**src/rtl/rbpa_pkg.sv**
```systemverilog
`timescale 1ns / 1ps
// ----------------------------------------------------------------------------
// rbpa_pkg
// Shared types and constants of the region bitmap page allocator: command
// codes, controller states, region bounds and address constants.
// ----------------------------------------------------------------------------
package rbpa_pkg;

    // Map geometry
    localparam int DEFAULT_NUM_PAGES = 4096;
    localparam int WORD_BITS         = 64;
    localparam int WORD_SHIFT        = 6;
    localparam int FRAME_SHIFT       = 12;
    localparam int MM_W              = 5;
    localparam int MM_SHIFT          = 8;

    // Fixed region bounds, in frames
    localparam int PAGING_LO  = 0;
    localparam int TASKS_LO   = 1280;
    localparam int STACK_LO   = 2304;
    localparam int KMALLOC_LO = 2560;
    localparam int GENERAL_LO = 2816;

    localparam logic [63:0]     KERNEL_VBASE = 64'hffff_ffff_8000_0000;
    localparam logic [MM_W-1:0] MM_RESET     = 5'd16;

    typedef enum logic [2:0] {
        CMD_INIT          = 3'd0,
        CMD_ALLOC_GENERAL = 3'd1,
        CMD_ALLOC_PAGING  = 3'd2,
        CMD_ALLOC_TASKS   = 3'd3,
        CMD_ALLOC_STACK   = 3'd4,
        CMD_ALLOC_KMALLOC = 3'd5,
        CMD_FREE          = 3'd6
    } cmd_t;

    typedef enum logic [2:0] {
        ST_CLEAR,
        ST_IDLE,
        ST_INIT,
        ST_FREE,
        ST_SCAN,
        ST_FINISH
    } state_t;

endpackage

```
**src/rtl/rbpa_bit_find.sv**
```systemverilog
`timescale 1ns / 1ps
// ----------------------------------------------------------------------------
// rbpa_bit_find
// Lowest-set-bit finder for one 64-bit map word: isolates the lowest one
// with a two's complement trick and encodes its position.
// ----------------------------------------------------------------------------
module rbpa_bit_find (
    input  logic [63:0] word,
    output logic        hit,
    output logic [5:0]  idx,
    output logic [63:0] onehot
);

    import rbpa_pkg::*;

    // Isolate the lowest set bit
    assign onehot = word & (~word + 64'd1);
    assign hit    = |word;

    // Encode the one-hot position, one OR tree per index bit
    always_comb
    begin
        idx = '0;
        for (int k = 0; k < WORD_SHIFT; k++)
        begin
            for (int j = 0; j < WORD_BITS; j++)
            begin
                if (((j >> k) & 1) == 1)
                begin
                    idx[k] = idx[k] | onehot[j];
                end
            end
        end
    end

endmodule

```
**config.mk**
```make
export PLATFORM = sky130hd
export DESIGN_NAME = rbpa_bit_find
export DESIGN_NICKNAME = d
export VERILOG_FILES = /design/src/rtl/rbpa_pkg.sv /design/src/rtl/rbpa_bit_find.sv
export SDC_FILE = /design/constraint.sdc
export NUM_CORES = 1
export LEC_CHECK = 0
export BUFFER_PORTS_ARGS = -buffer_cell sky130_fd_sc_hd__buf_2
export CELL_PAD_IN_SITES_DETAIL_PLACEMENT = 1
export CELL_PAD_IN_SITES_GLOBAL_PLACEMENT = 2
export CORE_MARGIN = 8
export CORE_UTILIZATION = 17
export DETAILED_ROUTE_END_ITERATION = 12
export PLACE_DENSITY_LB_ADDON = 0.2
export SLEW_MARGIN = 15
export SYNTH_ARGS = -nofsm -noshare
export SYNTH_HDL_FRONTEND = slang
export SYNTH_SLANG_ARGS = --single-unit
```
**constraint.sdc**
```tcl
create_clock -name vclk -period 3
set_input_delay 0.15 -clock vclk [all_inputs]
set_output_delay 0.15 -clock vclk [all_outputs]
set_load 0.1 [all_outputs]
```
# [Word-level counts from Yosys, hierarchy flattened]
# Index checks and enable logic that the tools add are counted.
[word_totals] regBits=0 mem_bits_rw=0 input_bits=64 mem_bits_ro=0 latchBits=0 mem_count=0
[op_classes] reduce_logical=1 add_sub_neg=1 shifts=0 mul=0 mux=0 eq_ne=0 bitwise_logic=188 order_cmp=0 n_div=0
[ops] op="$or A1 B1 Y1" n=186
[ops] op="$add A64 B1 Y64 const B" n=1
[ops] op="$and A64 B64 Y64" n=1
[ops] op="$not A64 Y64" n=1
[ops] op="$reduce_or A64 Y1" n=1

# [Logic depth before layout (Yosys ltp)]
# Gate-level depths: netlist of the first run.
[logic_depth] word_depth=34 ltp_mapped=9

# [Worst setup path after synthesis of the first run]
# Ideal clock, no wire load.
[synth_path] path_type="input-to-output" from="input word[19]" to="output idx[0]" required_time_ns=2.850 path_buffers=1 t_arrival_ns=5.900 path_stages=8 path_slack_ns=-3.050 path_cell_list="or4_1 > or2_1 > buf_6 > nor3_4 > nand2_1 > nor4b_1 > nor4_1 > nand4_1"
[synth_via] elab_cells_between_ends=26 classes_between="1 x add/sub; 25 x bitwise"
[synth_rtl] element="start, declared" line="rbpa_bit_find.sv:8" text="input logic [63:0] word,"
[synth_rtl] element="$not A64 Y64" line="rbpa_bit_find.sv:17" text="assign onehot = word & (~word + 64'd1);"
[synth_rtl] element="$add A64 B1 Y64" line="rbpa_bit_find.sv:17"
[synth_rtl] element="$and A64 B64 Y64" line="rbpa_bit_find.sv:17"
[synth_rtl] element="net onehot[49]" line="rbpa_bit_find.sv:11" text="output logic [63:0] onehot"
[synth_rtl] element="$or A1 B1 Y1 (8 in series)" line="rbpa_bit_find.sv:30" text="idx[k] = idx[k] | onehot[j];"
[synth_rtl] element="end, declared" line="rbpa_bit_find.sv:10" text="output logic [5:0] idx,"
# The timed path passes the listed nets, and every way through them passes these cells.

# [Worst setup path after layout of the first run]
[layout_path] from="input word[19]" to="output idx[0]"
[layout_via] elab_chain_len=26
[layout_rtl] element="$not A64 Y64" line="rbpa_bit_find.sv:17"
[layout_rtl] element="$add A64 B1 Y64" line="rbpa_bit_find.sv:17"
[layout_rtl] element="$and A64 B64 Y64 (*)" line="rbpa_bit_find.sv:17"
[layout_rtl] element="$or A1 B1 Y1 (22 in series)" line="rbpa_bit_find.sv:30"
[layout_rtl] element="$or A1 B1 Y1 (*)" line="rbpa_bit_find.sv:30"
# Mark *: on every way between the ends. The rest lies on a longest branch, timed or not.

==> summary.md, run 1 <==
* finished, final reports clean — outcome
* sky130_fd_sc_hd__nor2_1, sky130_fd_sc_hd__nor3_1, sky130_fd_sc_hd__nor4_1, sky130_fd_sc_hd__nor4b_1, sky130_fd_sc_hd__nand4_1 — largest cells by area after synthesis
* simple AND/OR/NAND/NOR gates — kind of cell adding the most delay to the critical path
* 52.32% — ratio of cells with drive above 1 in the final layout
* 517 — number of standard cells in the final layout excluding fillers
* 135 — count of input and output buffers
* 0% — share of synthesized area occupied by flip-flops and latches
* 0 — max-cap violation count
* 96.62% — post-route fraction of the period consumed by the critical path
* 9128 um — half-perimeter wire length after detailed placement
* 1.499 nW — leakage power summed over all cells
* 135 — I/O pin cnt
* 516 — number of placed instances with taps included
* 27.98% — met2 Resource Use GR
* no — unrepaired setup endpoints after global routing
* 17.52% — effective utilization at floorplan
* 1520 um^2 — Post-Synthesis Cell Area
* 11 — maximum number of pins on one net before global-route repair
* 2.899 ns — post-route minimum period
* idx[0] — Setup crit end
* 3 — combined buffer and inverter count along the critical path
* 9 — crit-path max FO
* 3212 um^2 — summed area of non-filler cells in the final layout
* 62.97 nW/um^2 — Pwr per Cell Area
* in -> out — min-delay worst type
* 34 — Rows
* 0.05981 mV — worst supply voltage drop on vdd
* 2.85 ns — required time at the endpoint of the critical path
* 0.8565 — GPL Wtd Cong
* 316 — synthesized netlist net count
* 0 — number of setup violations in the final report
* 475 — Final #Nets
* 0.54 ns — max incr delay on CP
* 9872 um — DRT Wirelength
* word[19] — beginning of the critical path
* sky130_fd_sc_hd__or4_1 — cell type of the slowest stage on the worst timing path
* 0 — pins over their slew limit
* 15.29% — overall track demand over capacity in global routing
* 0 ns — sum of negative setup slack
* 5.043 — detail-routed via count per cell
* 0 — number of nets with antenna violations after detailed routing
* 45 — initial drt markers
* 3.301% — met3 track demand over resource
* 19.09 um — routed wire length per instance
* 202.3 uW — overall power
* 3184 um^2 — placed standard-cell area
* 4 — drt pass-1 iters
* in -> out — kind of critical path
* 0.7273 ns — transition time at the pin with the least slew margin
* 17.95% — met1 track demand over resource
* 12.35% — top-area cell type share of the netlist area
* met2 — most crowded layer after global routing
* primary output — Critical Path End Type
* 0 um^2 — Sequential cell area
* 8678 um^2 — core footprint
* sky130_fd_sc_hd__nor2_1 — dominant cell type by area after synthesis
* 110.6 um — die height
* 6.033 um^2 — per-instance average area after synthesis
* 2.75 ns — endpoint arrival time on the critical path
* 10 — WP depth
* 0 — number of hold violations in the final report
* 1,108 — filler instances
* 15,880 um — global-route wire length before repair
* 46 — number of distinct library cells after synthesis
* 0 — total congestion overflow
* 0 — diode insertion count for antenna repair
* 345.0 MHz — fmax
* 0 — number of remaining DRC errors
* 0 — number of antenna violations at the first check in global routing
* 111.3% — growth of design area from synthesis to finish
* 0 — FF+latch count
* 252 — synthesized instance count
* 0 — YS warnings
* 0 — count of clock buffers in the final design
* 2,607 — detailed-route via count
* 2,885 — number of global-route vias before repair
* 50.83% — tightest slew margin relative to the limit
* buf_2 > or4_1 > or2_1 > buf_4 > or3_1 > or4b_1 > nand3_1 > a311oi_2 > nand4_1 > buf_12 — cells along the critical path
* 12,220 um^2 — area of the die
* input port — kind of launch point of the worst setup path
* 110.6 um — die width
==> how the worst min path moves through the flow <==
stage / from / to / slack (ns) / depth (start not counted)
after CTS: word[34] / onehot[35] / 0.66 / 3
after global placement: word[34] / onehot[35] / 0.66 / 3
after detailed placement: word[34] / onehot[35] / 0.66 / 3
after global routing: word[34] / onehot[35] / 0.67 / 3
final: word[34] / onehot[35] / 0.66 / 3
after floorplan: word[57] / onehot[58] / 0.41 / 1
==> power breakdown <==
part / internal (mW) / switching, mW
combinational: 0.0733 / 0.129
sequential: 0 / 0
clock: 0 / 0
==> cell type report <==
type                            instances  area (um^2)  area share, %
Timing Repair Buffer                  163         1351          42.07
Inverter                               14        52.55          1.636
Tap cell                              108        135.1          4.207
Multi-Input combinational cell        232         1673          52.08
==> timing repair <==
item | CTS | global route
buffers inserted | 0 | 1
hold endpoints to repair | 0 | 0
setup endpoints to repair | 0 | 4
hold buffers | 0 | 0
resized for setup | 0 | 4
==> cells by family (layout without fill, tap and decap cells) <==
group                  count (synthesis)  after routing  share of synthesized area (%)
AOI/OAI and AO/OA                     24             24                          10.86
buffers and inverters                 20            177                          6.667
and+or+nand+nor                      208            208                          82.47
==> cells in the final DEF, fill, tap and decap left out, types with 2 or more instances in the layout <==
cell type                  instances
sky130_fd_sc_hd__a21oi_1           6
sky130_fd_sc_hd__a311oi_1          2
sky130_fd_sc_hd__a31oi_1           2
sky130_fd_sc_hd__and2_1            5
sky130_fd_sc_hd__and3_1            9
sky130_fd_sc_hd__and4_1            2
sky130_fd_sc_hd__and4b_1           2
sky130_fd_sc_hd__buf_12           31
sky130_fd_sc_hd__buf_2           104
sky130_fd_sc_hd__buf_4            28
sky130_fd_sc_hd__inv_1            14
sky130_fd_sc_hd__nand2_1          16
sky130_fd_sc_hd__nand2b_1          2
sky130_fd_sc_hd__nand3_1          10
sky130_fd_sc_hd__nand3b_1          6
sky130_fd_sc_hd__nand4_1          10
sky130_fd_sc_hd__nand4b_1          2
sky130_fd_sc_hd__nor2_1           43
sky130_fd_sc_hd__nor2_2            7
sky130_fd_sc_hd__nor2b_1           6
sky130_fd_sc_hd__nor3_1           22
sky130_fd_sc_hd__nor3_2            5
sky130_fd_sc_hd__nor3_4            3
sky130_fd_sc_hd__nor3b_1           2
sky130_fd_sc_hd__nor3b_2           2
sky130_fd_sc_hd__nor3b_4           5
sky130_fd_sc_hd__nor4_1           11
sky130_fd_sc_hd__nor4_2            5
sky130_fd_sc_hd__nor4_4            2
sky130_fd_sc_hd__nor4b_2           6
sky130_fd_sc_hd__nor4b_4           4
sky130_fd_sc_hd__o211ai_1          2
sky130_fd_sc_hd__o21ai_0           5
sky130_fd_sc_hd__or2_2             3
sky130_fd_sc_hd__or3_1             2
sky130_fd_sc_hd__or3_4             2
sky130_fd_sc_hd__or4_1             6
sky130_fd_sc_hd__or4_4             2
==> synthesized netlist by cell type, drive strengths merged, types with 8 or more instances <==
library cell / count
nor3b: 9
nor2: 50
or4: 8
nor4b: 11
nor3: 30
inv: 14
nand3: 11
nand4: 11
and3: 9
nand2: 16
nor4: 18
==> tightest hold or removal path, delay by kind of cell <==
kind | cells | cell delay, ns
AND/OR/NAND/NOR | 1 | 0.07
buffers and inverters | 2 | 0.29
==> through the flow <==
step	util [%]	hold WS (ns)	setup slack [ns]
after floorplan	-	0.4091	-1.139
after global placement	36.69	0.6559	0.07117
after detailed placement	36.69	0.6608	0.009678
after CTS	36.69	0.6611	0.006213
after global routing	37.01	0.6708	0.003582
final	37.01	0.6564	0.1013
==> per-layer routing <==
layer | vias to the layer above | part of all wire [%]
met5 | - | 0
li1 | 1282 | -
met1 | 1211 | 42
met3 | 10 | 6.7
met4 | 0 | 1.6
met2 | 104 | 50
Power figures use the tool's default switching activity.
==> run 2: changes to the inputs <==
Settings changed: ABC_AREA from default to 1, CORE_UTILIZATION 17 to 20, SKIP_LAST_GASP from default to 1.
Clock period 3 ns to 3.5 ns, I/O delays scaled along.
==> summary.md, run 2 <==
* 22.14% — ratio of cells with drive above 1 in the final layout, was 52.32%
* 4.165 um^2 — per-instance average area after synthesis, was 6.033 um^2
* input port — kind of launch point of the worst setup path, unchanged
* 71.39% — post-route fraction of the period consumed by the critical path
* 0 — diode insertion count for antenna repair, unchanged
* buf_2 > nor2_1 > nand2_1 > nor2_4 > nand2_1 > nor2_1 > nand3_1 > nand2_1 > nor2_1 > nand2_1 > inv_1 > nand3_1 > buf_2 — cells along the critical path, was buf_2 > or4_1 > or2_1 > buf_4 > or3_1 > or4b_1 > nand3_1 > a311oi_2 > nand4_1 > buf_12
* 0.7839 ns — Hold Worst Slack, was 0.6564 ns
* 26.96% — top-area cell type share of the netlist area, was 12.35%
* 0 — cts-stage hold buffer count, unchanged
* 8 — crit-path max FO, was 9
* 16.88 um — routed wire length per instance, was 19.09 um
* 22,720 um — global-route wire length before repair, was 15,880 um
* 27.37% — utilization of the core after routing, was 37.01%
* 0 — number of setup violations in the final report, unchanged
* sky130_fd_sc_hd__nor2_1 — most frequent standard cell in the layout excluding fill and tap cells, was sky130_fd_sc_hd__buf_2
* sky130_fd_sc_hd__nor2_1, sky130_fd_sc_hd__nand2_1, sky130_fd_sc_hd__inv_1 — most numerous cell types in the synthesized netlist, was sky130_fd_sc_hd__nor2_1, sky130_fd_sc_hd__nor3_1, sky130_fd_sc_hd__nand2_1
* 125.4 um — die width, was 110.6 um
* 0 — pins over their slew limit, unchanged
* 3247 um^2 — summed area of non-filler cells in the final layout, was 3212 um^2
* 0 — number of nets with antenna violations after detailed routing, unchanged
* 0% — fraction of the mapped netlist area in adder cells, unchanged
* 0 — total congestion overflow, unchanged
* 56.87 nW/um^2 — Pwr per Cell Area, was 62.97 nW/um^2
* in -> out — min-delay worst type, unchanged
* 15,730 um^2 — area of the die, was 12,220 um^2
* 4,243 — number of global-route vias before repair, was 2,885
* 0 — max-cap violation count, unchanged
* 0.01612 mV — worst supply voltage drop on vdd, was 0.05981 mV
* 0% — share of synthesized area occupied by flip-flops and latches, unchanged
* sky130_fd_sc_hd__nor2_1 — most common cell in the synthesized netlist, unchanged
* 184 — initial drt markers, was 45
* sky130_fd_sc_hd__buf_2 — cell type of the slowest stage on the worst timing path, was sky130_fd_sc_hd__or4_1
* 1,772 — filler instances, was 1,108
* met4 — highest layer used for signal routing, unchanged
* 1.306% — Synth Area in Compound Gates, was 10.86%
* simple AND/OR/NAND/NOR gates — kind of cell adding the most delay to the critical path, unchanged
* 4 — drt pass-1 iters, unchanged
* 739 um — met3 wirelength from detailed routing, was 657 um
* no — unrepaired setup endpoints after global routing, unchanged
* 55.38% — tightest slew margin relative to the limit, was 50.83%
* 13,500 um — half-perimeter wire length after detailed placement, was 9128 um
* in -> out — kind of critical path, unchanged
* 35.58% — growth of design area from synthesis to finish, was 111.3%
* 6775 um — detailed-routed wire length on met2, was 4904 um
* 3,864 — detailed-route via count, was 2,607
* 135 — I/O pin cnt, unchanged
* 0.9028 — GPL Wtd Cong, was 0.8565
* 3247 um^2 — placed standard-cell area, was 3184 um^2
* 0 — post-CTS repair timing setup buffer count, unchanged
* 78.32% — post-synthesis simple-gate area fraction, was 82.47%
* 856 — number of standard cells in the final layout excluding fillers, was 517
* 775 — Final #Nets, was 475
* simple AND/OR/NAND/NOR gates — dominant combinational cell family by area after synthesis, unchanged
* 0 — number of hold violations in the final report, unchanged
* 575 — synthesized instance count, was 252
* 2.358 nW — leakage power summed over all cells, was 1.499 nW
* 3.32 ns — required time at the endpoint of the critical path, was 2.85 ns
* 856 — number of placed instances with taps included, was 516
* 40 — Rows, was 34
* sky130_fd_sc_hd__nor2_1, sky130_fd_sc_hd__nand2_1, sky130_fd_sc_hd__inv_1, sky130_fd_sc_hd__nand3_1, sky130_fd_sc_hd__nor2_4 — largest cells by area after synthesis, was sky130_fd_sc_hd__nor2_1, sky130_fd_sc_hd__nor3_1, sky130_fd_sc_hd__nor4_1, sky130_fd_sc_hd__nor4b_1, sky130_fd_sc_hd__nand4_1
* 0 — YS warnings, unchanged
* 2.32 ns — endpoint arrival time on the critical path, was 2.75 ns
* 400.2 MHz — fmax
* 135 — count of input and output buffers, unchanged
* 4.514 — detail-routed via count per cell, was 5.043
* primary output — Critical Path End Type, unchanged
* 0 — number of antenna violations at the first check in global routing, unchanged
* 9 — maximum number of pins on one net before global-route repair, was 11
* 2.499 ns — post-route minimum period
* 14,450 um — DRT Wirelength, was 9872 um
* 2395 um^2 — Post-Synthesis Cell Area, was 1520 um^2
* 11,860 um^2 — core footprint, was 8678 um^2
* 0 — count of clock buffers in the final design, unchanged
* 639 — synthesized netlist net count, was 316
* 0 um^2 — Sequential cell area, unchanged
* 17.93% — overall track demand over capacity in global routing, was 15.29%
* 125.4 um — die height, was 110.6 um
* 0 — FF+latch count, unchanged
* sky130_fd_sc_hd__nor2_1, sky130_fd_sc_hd__nand2_1, sky130_fd_sc_hd__buf_2 — highest-count cells in the layout ignoring fill and taps, was sky130_fd_sc_hd__buf_2, sky130_fd_sc_hd__nor2_1, sky130_fd_sc_hd__buf_12
* 0.6642 ns — transition time at the pin with the least slew margin, was 0.7273 ns
* finished, final reports clean — outcome, unchanged
* 0.43 ns — max incr delay on CP, was 0.54 ns
* 0% — xor and xnor area share after synthesis, unchanged
* 6870 um — met1 WL, was 4154 um
* 0% — proportion of synthesized area in mux cells, unchanged
* 0 — post-cts gate resize count, unchanged
* 0 — number of remaining DRC errors, unchanged
* sky130_fd_sc_hd__nand2_1 — most frequent cell on the critical path
* 3 — combined buffer and inverter count along the critical path, unchanged
* sky130_fd_sc_hd__nor2_1 — dominant cell type by area after synthesis, unchanged
* 20 — number of distinct library cells after synthesis, was 46
* 0 ns — sum of negative setup slack, unchanged
* 20.19% — effective utilization at floorplan, was 17.52%
-- run 2: cells by family after synthesis --
family / count (synthesis)
AND/OR/NAND/NOR: 440
buffers and inverters: 129
AO/OA/AOI/OAI: 6
-- run 2: report_power, final --
part / leakage, nW / switching [mW] / total, mW / internal (mW)
combinational: 2.36 / 0.132 / 0.185 / 0.0524
clock: 0 / 0 / 0 / 0
sequential: 0 / 0 / 0 / 0
-- run 2: final cells by class --
| class | instances | area (um^2) | area share [%] |
|---|---|---|---|
| multi-input cells | 446 | 1907 | 58.73 |
| well taps | 147 | 183.9 | 5.665 |
| inverters | 128 | 480.5 | 14.80 |
| repair buffers | 135 | 675.6 | 20.81 |
-- run 2: stage by stage --
stage	power [mW]	setup WS (ns)
final	0.1846	1.001
after floorplan	0.09903	0.1928
after CTS	0.1856	0.9685
after global placement	0.1832	0.9829
after global routing	0.2029	0.7827
after detailed placement	0.1848	0.9742
-- run 2: final timing paths --
| check | start | to | slack [ns] | depth (start not counted) |
|---|---|---|---|---|
| hold / removal | word[0] | onehot[0] | 0.78 | 2 |
| setup / recovery | word[7] | idx[3] | 1.00 | 13 |
-- run 2: per-layer routing --
layer	track usage [%]	vias to the layer above
met4	0.7163	0
met1	23.82	1774
met5	0	-
met2	31.63	105
met3	2.082	4
li1	-	1981
==> run 3: changes to the inputs <==
Settings changed: CORE_UTILIZATION 20 to 17.
Clock period 3.5 ns to 2 ns, I/O delays scaled along.
==> summary.md, run 3 (synthesis results as in run 2) <==
* 0.5036 ns — transition time at the pin with the least slew margin, was 0.6642 ns
* 66.65% — tightest slew margin relative to the limit, was 55.38%
* -0.2933 ns — post-place setup slack, was 0.9742 ns
* 0 — max-cap violation count, unchanged
* in -> out — kind of critical path, unchanged
* 1.79 ns — endpoint arrival time on the critical path, was 2.32 ns
* finished, final reports clean — outcome, unchanged
* 4,438 — number of global-route vias before repair, was 4,243
* 0 um^2 — Sequential cell area, unchanged
* 24,290 um — global-route wire length before repair, was 22,720 um
* 15,520 um — DRT Wirelength, was 14,450 um
* 2.788 nW — leakage power summed over all cells, was 2.358 nW
* 0 — diode insertion count for antenna repair, unchanged
* 14,370 um — half-perimeter wire length after detailed placement, was 13,500 um
* 13,830 um^2 — core footprint, was 11,860 um^2
* 0 — number of antenna violations at the first check in global routing, unchanged
* input port — kind of launch point of the worst setup path, unchanged
* 0.16 ns — max incr delay on CP, was 0.43 ns
* 0 — number of hold violations in the final report, unchanged
* 3 — crit-path max FO, was 8
* yes — unrepaired setup endpoints after global routing, was no
* 1.895 ns — post-route minimum period
* 18,140 um^2 — area of the die, was 15,730 um^2
* 4 — drt pass-1 iters, unchanged
* 16.65 um — routed wire length per instance, was 16.88 um
* 135 — count of input and output buffers, unchanged
* 4.366 — detail-routed via count per cell, was 4.514
* primary output — Critical Path End Type, unchanged
* 135 — I/O pin cnt, unchanged
* simple AND/OR/NAND/NOR gates — kind of cell adding the most delay to the critical path, unchanged
* 927 — number of placed instances with taps included, was 856
* 16.55% — overall track demand over capacity in global routing, was 17.93%
* 4,069 — detailed-route via count, was 3,864
* 932 — number of standard cells in the final layout excluding fillers, was 856
* 134.7 um — die height, was 125.4 um
* 527.8 MHz — fmax
* 99.01% — growth of design area from synthesis to finish, was 35.58%
* 34.47% — utilization of the core after routing, was 27.37%
* 0.1053 ns — worst-case setup margin in the final layout, was 1.001 ns
* word[47] — startpoint of the tightest hold check path, was word[0]
* 0.9026 — GPL Wtd Cong, was 0.9028
* 1.90 ns — required time at the endpoint of the critical path, was 3.32 ns
* 818 — Final #Nets, was 775
* sky130_fd_sc_hd__nand2_1, sky130_fd_sc_hd__nor2_1, sky130_fd_sc_hd__inv_1 — highest-count cells in the layout ignoring fill and taps, was sky130_fd_sc_hd__nor2_1, sky130_fd_sc_hd__nand2_1, sky130_fd_sc_hd__buf_2
* 0 — number of nets with antenna violations after detailed routing, unchanged
* 0 — pins over their slew limit, unchanged
* 195 — initial drt markers, was 184
* 0 — total congestion overflow, unchanged
* 37.77% — ratio of cells with drive above 1 in the final layout, was 22.14%
* 0.04218 mV — worst supply voltage drop on vdd, was 0.01612 mV
* 6 — combined buffer and inverter count along the critical path, was 3
* 43 — Rows, was 40
* 94.74% — post-route fraction of the period consumed by the critical path
* sky130_fd_sc_hd__nand2_1 — most frequent standard cell in the layout excluding fill and tap cells, was sky130_fd_sc_hd__nor2_1
* 0 — count of clock buffers in the final design, unchanged
* sky130_fd_sc_hd__buf_12 — cell type of the slowest stage on the worst timing path, was sky130_fd_sc_hd__buf_2
* 17.32% — effective utilization at floorplan, was 20.19%
* word[5] — beginning of the critical path, was word[7]
* 0 — FF+latch count, unchanged
* 0 — number of remaining DRC errors, unchanged
* 0 — cts-stage hold buffer count, unchanged
* 79.44 nW/um^2 — Pwr per Cell Area, was 56.87 nW/um^2
* 134.7 um — die width, was 125.4 um
* 0 — number of setup violations in the final report, unchanged
* buf_2 > nor2_2 > buf_4 > inv_1 > nor2_4 > nand2_4 > inv_1 > nand2_2 > nor2_2 > nand2_2 > nand3_2 > inv_2 > nand2_1 > nor2_1 > nand2_4 > buf_12 — cells along the critical path, was buf_2 > nor2_1 > nand2_1 > nor2_4 > nand2_1 > nor2_1 > nand3_1 > nand2_1 > nor2_1 > nand2_1 > inv_1 > nand3_1 > buf_2
* in -> out — min-delay worst type, unchanged
* 7 — maximum number of pins on one net before global-route repair, was 9
==> run 3: final timing paths <==
check,end,slack (ns),depth (start not counted)
worst max-delay path,idx[1],0.11,16
worst min-delay path,onehot[47],0.65,4
==> run 3: power by group <==
part | internal [mW] | switching (mW) | leakage, nW
registers | 0 | 0 | 0
logic | 0.121 | 0.258 | 2.79
clock network | 0 | 0 | 0
==> run 3: area by class of cell <==
| cell class | instances | area [um^2] |
|---|---|---|
| Inverter | 128 | 493.0 |
| Multi-Input combinational cell | 446 | 2331 |
| Timing Repair Buffer | 178 | 1717 |
| Tap cell | 180 | 225.2 |
| Fill cell | 1855 | 9061 |
==> run 3: metrics by stage <==
step                      cell area [um^2]  setup TNS [ns]  hold slack [ns]  power, mW
after global routing                  4766        -0.04274           0.6748     0.4123
after floorplan                       2529               0           0.3838     0.1787
final                                 4766               0           0.6472     0.3786
after global placement                4413          -1.129           0.6342     0.3519
after CTS                             4453       -0.008319           0.6452     0.3583
after detailed placement              4413          -1.342           0.6449     0.3553
==> run 3: timing repair <==
item	CTS	global route
pin swaps	1	12
endpoints found under the setup margin	5	7
setup buffers	0	5
resized for setup	11	69
==> run 3: layer usage <==
metal,vias up,share of wire [%],global-route usage [%],wire (um)
met5,-,0,0,0
met4,0,0.64,1.435,99
met3,4,5.6,1.932,871
met2,115,48,28.28,7446
met1,1881,46,22.41,7104
li1,2069,-,-,-
